<file path="src/hw/rtl/pic_pkg.sv">
// pic_pkg: shared types and constants for the priority interrupt controller
// depends on nothing; imported by pic_ctrl, pic_datapath and the core top level
package pic_pkg;

  localparam int NUM_LINES = 8;
  localparam logic [7:0] LINE_MASK = 8'((1 << NUM_LINES) - 1);
  localparam logic [7:0] LB_OPCODE = 8'hC0;
  localparam logic [7:0] BASE_MASK = 8'hF0;
  localparam int CTRL_KEEP_PEND_BIT = 3;
  localparam int CTRL_KEEP_MASK_BIT = 2;

  typedef enum logic [2:0] {
    ACT_LINE_REQ   = 3'd0,
    ACT_WR_MASK    = 3'd1,
    ACT_WR_PAGE    = 3'd2,
    ACT_WR_CTRL    = 3'd3,
    ACT_RD_STATUS  = 3'd4,
    ACT_RD_POLL    = 3'd5,
    ACT_RD_VECTOR  = 3'd6
  } act_t;

  typedef enum logic [1:0] {
    VB_OPCODE = 2'd0,
    VB_PAGE   = 2'd1,
    VB_POLL   = 2'd2,
    VB_END    = 2'd3
  } vb_sel_t;

  typedef enum logic [0:0] {
    ST_IDLE = 1'b0,
    ST_HOLD = 1'b1
  } state_t;

  // controller to datapath
  typedef struct packed {
    logic exec;
  } pic_cmd_t;

endpackage

</file>
<file path="src/hw/rtl/pic_ctrl.sv">
// pic_ctrl: handshake sequencer for the interrupt controller
// depends on pic_pkg; drives the datapath through pic_cmd_t
module pic_ctrl
  import pic_pkg::*;
(
  input  logic     clk,
  input  logic     rst_n,
  input  logic     in_valid,
  output logic     in_ready,
  output logic     out_valid,
  input  logic     out_ready,
  output pic_cmd_t cmd
);

  state_t state_r, state_nxt;

  always_ff @(posedge clk) begin
    if (!rst_n) begin
      state_r <= ST_IDLE;
    end else begin
      state_r <= state_nxt;
    end
  end

  always_comb begin
    state_nxt = state_r;
    in_ready  = 1'b0;
    out_valid = 1'b0;
    cmd.exec  = 1'b0;
    unique case (state_r)
      ST_IDLE: begin
        in_ready = 1'b1;
        if (in_valid) begin
          cmd.exec  = 1'b1;
          state_nxt = ST_HOLD;
        end
      end
      ST_HOLD: begin
        out_valid = 1'b1;
        if (out_ready) begin
          state_nxt = ST_IDLE;
        end
      end
      default: begin
        state_nxt = ST_IDLE;
      end
    endcase
  end

`ifndef SYNTHESIS
  a_ready_xor_valid: assert property (@(posedge clk) disable iff (!rst_n)
    $onehot({in_ready, out_valid}))
    else $error("in_ready and out_valid overlap");
  a_accept_gives_result: assert property (@(posedge clk) disable iff (!rst_n)
    (in_valid && in_ready) |=> out_valid)
    else $error("accepted item gave no result");
  a_result_drains: assert property (@(posedge clk) disable iff (!rst_n)
    (out_valid && out_ready) |=> (!out_valid && in_ready))
    else $error("result not retired after handshake");
`endif

endmodule

</file>
<file path="src/hw/rtl/pic_datapath.sv">
// pic_datapath: interrupt state registers, priority select and result register
// depends on pic_pkg; commanded by pic_ctrl
module pic_datapath
  import pic_pkg::*;
(
  input  logic       clk,
  input  logic       rst_n,
  input  pic_cmd_t   cmd,
  input  logic [2:0] in_action,
  input  logic [7:0] in_write_data,
  input  logic [2:0] in_line_index,
  input  logic       in_line_level,
  input  logic       in_freeze_vector,
  input  logic       in_debug_access,
  input  logic [1:0] in_debug_offset,
  output logic [7:0] out_read_data,
  output logic       out_read_valid
);

  logic [7:0] pending_r, pending_nxt;
  logic [7:0] mask_r, mask_nxt;
  logic [7:0] page_r, page_nxt;
  logic [1:0] ivl_r, ivl_nxt;
  logic [3:0] base_r, base_nxt;
  logic [1:0] step_r, step_nxt;
  logic [7:0] rdata_r, rdata_nxt;
  logic       rvalid_r, rvalid_nxt;

  logic [7:0] ready_lines;
  logic [2:0] win_line;
  logic       win_found;
  logic [7:0] poll_byte;
  logic [7:0] win_onehot;
  logic [7:0] req_onehot;
  logic       req_in_range;
  logic [1:0] vb_which;
  act_t       act;

  // lowest ready line wins
  always_comb begin
    ready_lines = pending_r & ~mask_r & LINE_MASK;
    win_line    = '0;
    win_found   = 1'b0;
    for (int i = 0; i < NUM_LINES; i++) begin
      if (ready_lines[i] && !win_found) begin
        win_line  = 3'(i);
        win_found = 1'b1;
      end
    end
    win_onehot = win_found ? (8'd1 << win_line) : 8'd0;
    poll_byte  = 8'({5'd0, win_line} << ({1'b0, ivl_r} + 3'd1))
               | ({base_r, 4'd0} & 8'(BASE_MASK << ivl_r));
  end

  always_comb begin
    act          = act_t'(in_action);
    req_in_range = ({1'b0, in_line_index} < 4'(NUM_LINES));
    req_onehot   = 8'd1 << in_line_index;
    vb_which     = in_debug_access ? in_debug_offset : step_r;

    pending_nxt = pending_r;
    mask_nxt    = mask_r;
    page_nxt    = page_r;
    ivl_nxt     = ivl_r;
    base_nxt    = base_r;
    step_nxt    = step_r;
    rdata_nxt   = 8'd0;
    rvalid_nxt  = 1'b0;

    case (act)
      ACT_LINE_REQ: begin
        if (req_in_range) begin
          pending_nxt = in_line_level ? (pending_r | req_onehot) : (pending_r & ~req_onehot);
        end
      end
      ACT_WR_MASK: mask_nxt = in_write_data & LINE_MASK;
      ACT_WR_PAGE: page_nxt = in_write_data;
      ACT_WR_CTRL: begin
        ivl_nxt  = in_write_data[1:0];
        base_nxt = in_write_data[7:4];
        if (!in_write_data[CTRL_KEEP_PEND_BIT]) pending_nxt = 8'd0;
        if (!in_write_data[CTRL_KEEP_MASK_BIT]) mask_nxt = 8'd0;
      end
      ACT_RD_STATUS: begin
        step_nxt   = 2'd0;
        rdata_nxt  = pending_r & LINE_MASK;
        rvalid_nxt = 1'b1;
      end
      ACT_RD_POLL: begin
        step_nxt    = 2'd0;
        rdata_nxt   = poll_byte;
        pending_nxt = pending_r & ~win_onehot;
        rvalid_nxt  = 1'b1;
      end
      ACT_RD_VECTOR: begin
        rvalid_nxt = 1'b1;
        if (!in_debug_access && step_r != VB_END && !in_freeze_vector) begin
          step_nxt = step_r + 2'd1;
        end
        unique case (vb_sel_t'(vb_which))
          VB_OPCODE: rdata_nxt = LB_OPCODE;
          VB_PAGE:   rdata_nxt = page_r;
          VB_POLL: begin
            rdata_nxt   = poll_byte;
            pending_nxt = pending_r & ~win_onehot;
          end
          VB_END:    rdata_nxt = 8'd0;
          default:   rdata_nxt = 8'd0;
        endcase
      end
      default: begin
      end
    endcase
  end

  always_ff @(posedge clk) begin
    if (!rst_n) begin
      pending_r <= LINE_MASK;
      mask_r    <= '0;
      page_r    <= '0;
      ivl_r     <= '0;
      base_r    <= '0;
      step_r    <= '0;
    end else if (cmd.exec) begin
      pending_r <= pending_nxt;
      mask_r    <= mask_nxt;
      page_r    <= page_nxt;
      ivl_r     <= ivl_nxt;
      base_r    <= base_nxt;
      step_r    <= step_nxt;
    end
  end

  // result register, no reset needed
  always_ff @(posedge clk) begin
    if (cmd.exec) begin
      rdata_r  <= rdata_nxt;
      rvalid_r <= rvalid_nxt;
    end
  end

  assign out_read_data  = rdata_r;
  assign out_read_valid = rvalid_r;

endmodule

</file>
<file path="src/hw/rtl/priority_interrupt_controller_core.sv">
// the result is registered and shown from the cycle after its item is accepted
// the result register holds one item, and a new item is taken only after the previous
// result has been handed off
// reset: synchronous active-low rst_n; all lines pending, mask, page, interval,
// base nibble and vector step cleared, no result waiting
module priority_interrupt_controller_core
  import pic_pkg::*;
(
  input  logic       clk,
  input  logic       rst_n,
  // input channel: one action per item
  input  logic       in_valid,
  output logic       in_ready,
  input  logic [2:0] in_action,
  input  logic [7:0] in_write_data,
  input  logic [2:0] in_line_index,
  input  logic       in_line_level,
  input  logic       in_freeze_vector,
  input  logic       in_debug_access,
  input  logic [1:0] in_debug_offset,
  // result channel: exactly one item per accepted input item
  output logic       out_valid,
  input  logic       out_ready,
  output logic [7:0] out_read_data,
  output logic       out_read_valid
);

  // command from sequencer to datapath
  pic_cmd_t cmd;

  // sequencer: idle until an item arrives, then hold the result until taken
  pic_ctrl u_ctrl (
    .clk       (clk),
    .rst_n     (rst_n),
    .in_valid  (in_valid),
    .in_ready  (in_ready),
    .out_valid (out_valid),
    .out_ready (out_ready),
    .cmd       (cmd)
  );

  // datapath: the item is applied in its accept cycle, state and result
  // register update together at that edge
  pic_datapath u_dp (
    .clk              (clk),
    .rst_n            (rst_n),
    .cmd              (cmd),
    .in_action        (in_action),
    .in_write_data    (in_write_data),
    .in_line_index    (in_line_index),
    .in_line_level    (in_line_level),
    .in_freeze_vector (in_freeze_vector),
    .in_debug_access  (in_debug_access),
    .in_debug_offset  (in_debug_offset),
    .out_read_data    (out_read_data),
    .out_read_valid   (out_read_valid)
  );

endmodule

</file>
<file path="config.mk">
export PLATFORM = sky130hd
export DESIGN_NAME = priority_interrupt_controller_core
export DESIGN_NICKNAME = d
export VERILOG_FILES = /design/src/hw/rtl/pic_pkg.sv /design/src/hw/rtl/pic_ctrl.sv /design/src/hw/rtl/pic_datapath.sv /design/src/hw/rtl/priority_interrupt_controller_core.sv
export SDC_FILE = /design/constraint.sdc
export NUM_CORES = 1
export LEC_CHECK = 0
export BUFFER_PORTS_ARGS = -buffer_cell sky130_fd_sc_hd__buf_2
export CORE_MARGIN = 4
export CORE_UTILIZATION = 40
export DETAILED_ROUTE_END_ITERATION = 6
export PLACE_DENSITY = 0.6
export SYNTH_ARGS = -nofsm -noshare
export SYNTH_HDL_FRONTEND = slang
export SYNTH_SLANG_ARGS = --single-unit
</file>
<file path="constraint.sdc">
create_clock -name clk -period 2.95 [get_ports clk]
set_input_delay 0.59 -clock clk [delete_from_list [all_inputs] [get_ports clk]]
set_output_delay 0.59 -clock clk [all_outputs]
set_load 0.005 [all_outputs]
</file>
## Yosys cells after proc, flatten, opt, wreduce, memory -nomap -nowiden

Cells that the tools add are included.

| cells by class | value |
|---|---|
| $add $sub $neg | 2 |
| eq/ne operators | 14 |
| shifts and indexed selects | 4 |
| mux-type cells | 34 |
| bitwise gates (word level) | 10 |
| reduce and logical (&&, ||, !) cells | 30 |

Operators with widths:

| cell | count |
|---|---|
| $pmux W8 S4 | 2 |
| $mux W8 | 5 |
| $and A8 B8 Y8 | 4 |
| $not A8 Y8 | 3 |
| $pmux W8 S3 | 1 |
| $mux W3 | 6 |
| $or A8 B8 Y8 | 2 |
| $pmux W8 S2 | 1 |
| $shl A1 B3 Y8 const A | 2 |
| $mux W1 | 15 |
| $eq A3 B3 Y1 const B | 3 |
| $logic_and A1 B1 Y1 | 9 |
| $logic_not A1 Y1 | 9 |
| $shl A3 B3 Y8 | 1 |
| $shl A8 B2 Y8 const A | 1 |
| $eq A3 B2 Y1 const B | 2 |
| $ne A2 B2 Y1 const B | 3 |
| $reduce_and A3 Y1 | 2 |
| $eq A2 B2 Y1 const B | 2 |
| $mux W2 | 2 |
| $ne A2 B1 Y1 const B | 2 |
| $pmux W2 S2 | 1 |
| $reduce_and A2 Y1 | 2 |
| $reduce_and A4 Y1 | 1 |
| other kinds (12) | 13 |

| word-level totals | value |
|---|---|
| register bits | 42 |
| input bits | 23 |
| output and inout bits | 11 |
| word-level logic and storage cells | 103 |

## Depth between registers and ports, before layout

| depth | value |
|---|---|
| depth in word-level cells | 30 |
| mapped depth | 8 |
| gate-level depth less buffers | 6 |

## By module

Synthesis repeated with hierarchy kept, for this count alone.

| unflattened totals | value |
|---|---|
| cell total of the unflattened synthesis | 282 |
| area, all modules | 2417.3 µm² |

By module, submodules not included:

| module | instances | cells an instance | area each (µm²) | sequential area each (µm²) |
|---|---|---|---|---|
| pic_datapath | 1 | 277 | 2373.5 | 910.9 |
| pic_ctrl | 1 | 5 | 43.8 | 20.0 |

## Worst setup path before layout

No wires, ideal clock.

| path | value |
|---|---|
| kind | register to register |
| start | register u_dp.ivl_r[0] |
| end | register u_dp.rdata_r[4], in the netlist u_dp.out_read_data[4], data pin |
| setup time | 261 ps |
| arrival | 1784 ps |
| required time | 2689 ps |
| slack | 906 ps |
| cell stages (with the launch flop) | 9 |
| path buffers | 2 |
| clock period less this slack | 2044 ps |
| path through | dfxtp_1 > clkbuf_1 > inv_1 > ha_1 > buf_1 > nand2b_1 > or3_1 > a41oi_1 > a221o_1 |

| between the ends | value |
|---|---|
| longest elaborated chain between the ends | 5 |
| elaborated cells between the ends (all ways) | 7 |
| those cells by class | add/sub: 1; shift: 2; mux: 2; bitwise: 2 |

Ends and longest elaborated chain:

| item | RTL line | source |
|---|---|---|
| from (decl) | pic_datapath.sv:23 | `logic [1:0] ivl_r, ivl_nxt;` |
| from (signal assigned) | pic_datapath.sv:128 | `ivl_r <= ivl_nxt;` |
| $add A2 B1 Y3 / $shl A8 B2 Y8 (equally long branches) | pic_datapath.sv:51, pic_datapath.sv:52 |  |
| $shl A3 B3 Y8 / $and A8 B8 Y8 (equally long branches) | pic_datapath.sv:51, pic_datapath.sv:52 |  |
| $or A8 B8 Y8 * | pic_datapath.sv:52 | `\| ({base_r, 4'd0} & 8'(BASE_MASK << ivl_r));` |
| $pmux W8 S4 | pic_datapath.sv:100 | `unique case (vb_sel_t'(vb_which))` |
| $pmux W8 S3 * | pic_datapath.sv:70 | `case (act)` |
| net u_dp.rdata_nxt[4] | pic_datapath.sv:26 | `logic [7:0] rdata_r, rdata_nxt;` |
| to (signal assigned) | pic_datapath.sv:137 | `rdata_r <= rdata_nxt;` |
| to (decl) | pic_datapath.sv:26 |  |

Mark *: on every way through the listed nets, which the timed path passes. The rest lies on a longest branch.
A chain may end at the register's enable or synchronous reset.

## Worst setup path after layout

Ends and elaborated chain as after synthesis.

==> metrics <==
outcome complete, no violations; layout cells sized above 1 17.1%; Fin. Hold Viols 0; skew final between 6 and 7 ps; initial antenna violation count 0; number of global-route vias before repair between 2000 and 2500; endpoint class of the critical path flop; clk sinks 42; synth warn 0; Syn Nets a little over 300; wire per inst 16.8 um; Top FF cell, synth dfxtp_1; Die X ~85 um; type of the worst setup path flop to flop; All-Layer GR Usage between 10% and 20%; first-pass GRT wire length about 11000 um; sequential share of the synthesized area between 30% and 40%; fmax slightly below 500 MHz; largest net degree at the start of global routing 34; relative slew slack 54.1%; DR DRC count 0; final setup fails 0; commonest non-fill, non-tap cells in the layout nand2_1, dfxtp_1, buf_2, nand3_1, o21ai_0; P_leak between 0.9 and 1 nW; DP HPWL about 4800 um; Yosys cell types 56; Die Y 85.4 um; crit path DAT between 2000 and 2500 ps; port buffer count 33; I/O Pins 34; most common cell after layout, fill and taps aside nand2_1; total grt overflow 0; drt pass-1 iters 4; largest family of logic cells by synthesized area compound AO/OA/AOI/OAI gates; unrepaired setup endpoints after global routing false; worst vdd ir between 0.2 and 0.25 mV; DIE AREA about 0.0073 sq mm; post-synthesis xor/xnor area fraction 0%; cell count after synthesis around 280; max-cap violations 0; postcts setup bufs 0; number of flops mapped to enable cells by yosys 9; hold-fix buffers at CTS 0; synthesized area between 0.002 and 0.0025 sq mm; clk_lat worst skew about 300 ps; Final #Nets 335; Via density about 5.7; Initial Utilization 42.5%; antenna-violating nets left 0; mux share of post-synthesis cell area under 10%; core area ~0.0056 sq mm; syn_area_per_cell 8.59 sq um; Worst-Margin Slew slightly below 700 ps; crit-path max FO 10; PostCTS Resize Cnt 0; deepest clock path buffer count 2; CTS root buffer clkbuf_8; asr flop ratio synth 0%; clock transition at the registers of the reported paths 80 ps; Final Slew Violations 0; Adder-Cell Fraction of Synth Area 1.57%; Area growth syn-to-layout 12.4%; crit start category flop; total routed wirelength about 6400 um; post-synthesis compound-gate area fraction 26.9%; ant diodes 0; CTS tree built; Synth Area in Simple Gates about a quarter; Worst Hold Class flop to flop; CTS Buf Count 5; power per cell area 423 mW/mm^2; H-tree depth 2; worst path required time 3120 ps; synthesized flop and latch total 42; total power ~0.0011 W; RePlAce Congestion between 0.8 and 0.9; min Tclk post-route 2080 ps; TNS Setup 0 ps; routed vias around 2200; final worst-path cycle share a little over two thirds; initial drt markers between 100 and 150; Core Rows 27; Placed Area 0.00261 sq mm; Finished Cell Area approximately 0.0027 sq mm
metal layers:
metal | part of all wire [%] | vias up | global-route usage [%] | wire length (um)
li1 | - | 1082 | - | -
met1 | 47 | 1043 | 24.8 | 3050
met2 | 46 | 55 | 30.2 | 2940
met3 | 5.5 | 9 | 3.50 | 354
met4 | 1.3 | 0 | 5.61 | 86
met5 | 0 | - | 0 | 0
worst max-delay path: stages, from the launching register on:
cell and delay, ps:
dfxtp_1 500, inv_1 140, ha_1 430, nand2b_1 200, or3_1 310, a41oi_1 210
a221o_1 150
power breakdown:
group / internal, W / leakage (nW) / total (W) / switching (W)
Combinational: 0.0000621 / 0.557 / 0.000158 / 0.0000958
Clock: 0.000164 / 0.0450 / 0.000366 / 0.000202
Sequential: 0.000605 / 0.356 / 0.000616 / 0.0000104
Total: 0.000832 / 0.958 / 0.00114 / 0.000308
worst paths after layout:
path | startpoint | to | slack [ps] | cells past startpoint
setup / recovery | u_dp.ivl_r[0] | u_dp.out_read_data[4] | 870 | 6
hold / removal | u_dp.mask_r[3] | u_dp.mask_r[3] | 470 | 2
setup reg to reg | u_dp.ivl_r[0] | u_dp.out_read_data[4] | 870 | 6
hold reg to reg | u_dp.mask_r[3] | u_dp.mask_r[3] | 470 | 2
final cells by class:
| cell class | instances | area [sq um] |
|---|---|---|
| fill | 586 | 2950 |
| multi-input combinational | 219 | 1390 |
| sequential | 42 | 931 |
| timing repair buffer | 35 | 180 |
| tap | 72 | 90.1 |
| clock buffer | 6 | 72.6 |
| inverter | 6 | 22.5 |
| clock inverter | 2 | 10.0 |
synthesized netlist by cell type (2+ instances only):
library cell / number / area share [%]
a41oi_1: 2 / 0.73
dfxtp_1: 33 / 28
a211o_1: 2 / 0.73
a31oi_1: 2 / 0.52
nand4_1: 3 / 0.78
o21ai_0: 20 / 4.2
o31ai_1: 2 / 0.63
edfxtp_1: 9 / 11
o21ai_2: 2 / 0.73
and3_1: 3 / 0.78
a21oi_1: 8 / 1.7
a221o_1: 2 / 0.84
nor3_1: 3 / 0.63
buf_2: 2 / 0.42
and2_1: 4 / 1.0
nand3_1: 22 / 4.6
o41ai_1: 2 / 0.73
o21a_1: 3 / 0.94
o311ai_1: 2 / 0.73
ha_1: 3 / 1.6
nor2_1: 13 / 2.0
a21boi_0: 17 / 5.3
o211ai_1: 5 / 1.6
clkbuf_1: 8 / 1.3
or3_1: 2 / 0.52
inv_1: 6 / 0.94
and2b_4: 2 / 0.84
nor4_1: 3 / 0.78
mux2i_1: 8 / 3.3
or2b_1: 2 / 0.63
nand3b_1: 2 / 0.63
and2b_1: 2 / 0.63
nand2_1: 35 / 5.5
nor2b_1: 10 / 2.6
nand2b_1: 8 / 2.1
o311a_1: 2 / 0.84
a22oi_1: 6 / 1.9
metrics by stage:
stage / std cells / utilization, % / hold slack, ps / setup WS [ps]
floorplan: 279 / - / 436 / 906
global placement: 374 / 46.3 / 457 / 819
detailed placement: 374 / 46.3 / 460 / 806
global route: 382 / 47.7 / 496 / 685
CTS: 382 / 47.7 / 471 / 879
finish: 382 / 47.7 / 466 / 875
logic make-up (layout without fill, tap and decap cells):
logic type	after synthesis	count (layout)
flops	42	42
simple gates	119	119
compound gates	89	89
mux	8	8
buf+inv	18	49
fa+ha+maj	3	3
No activity file was read; power rests on OpenSTA's default activity.
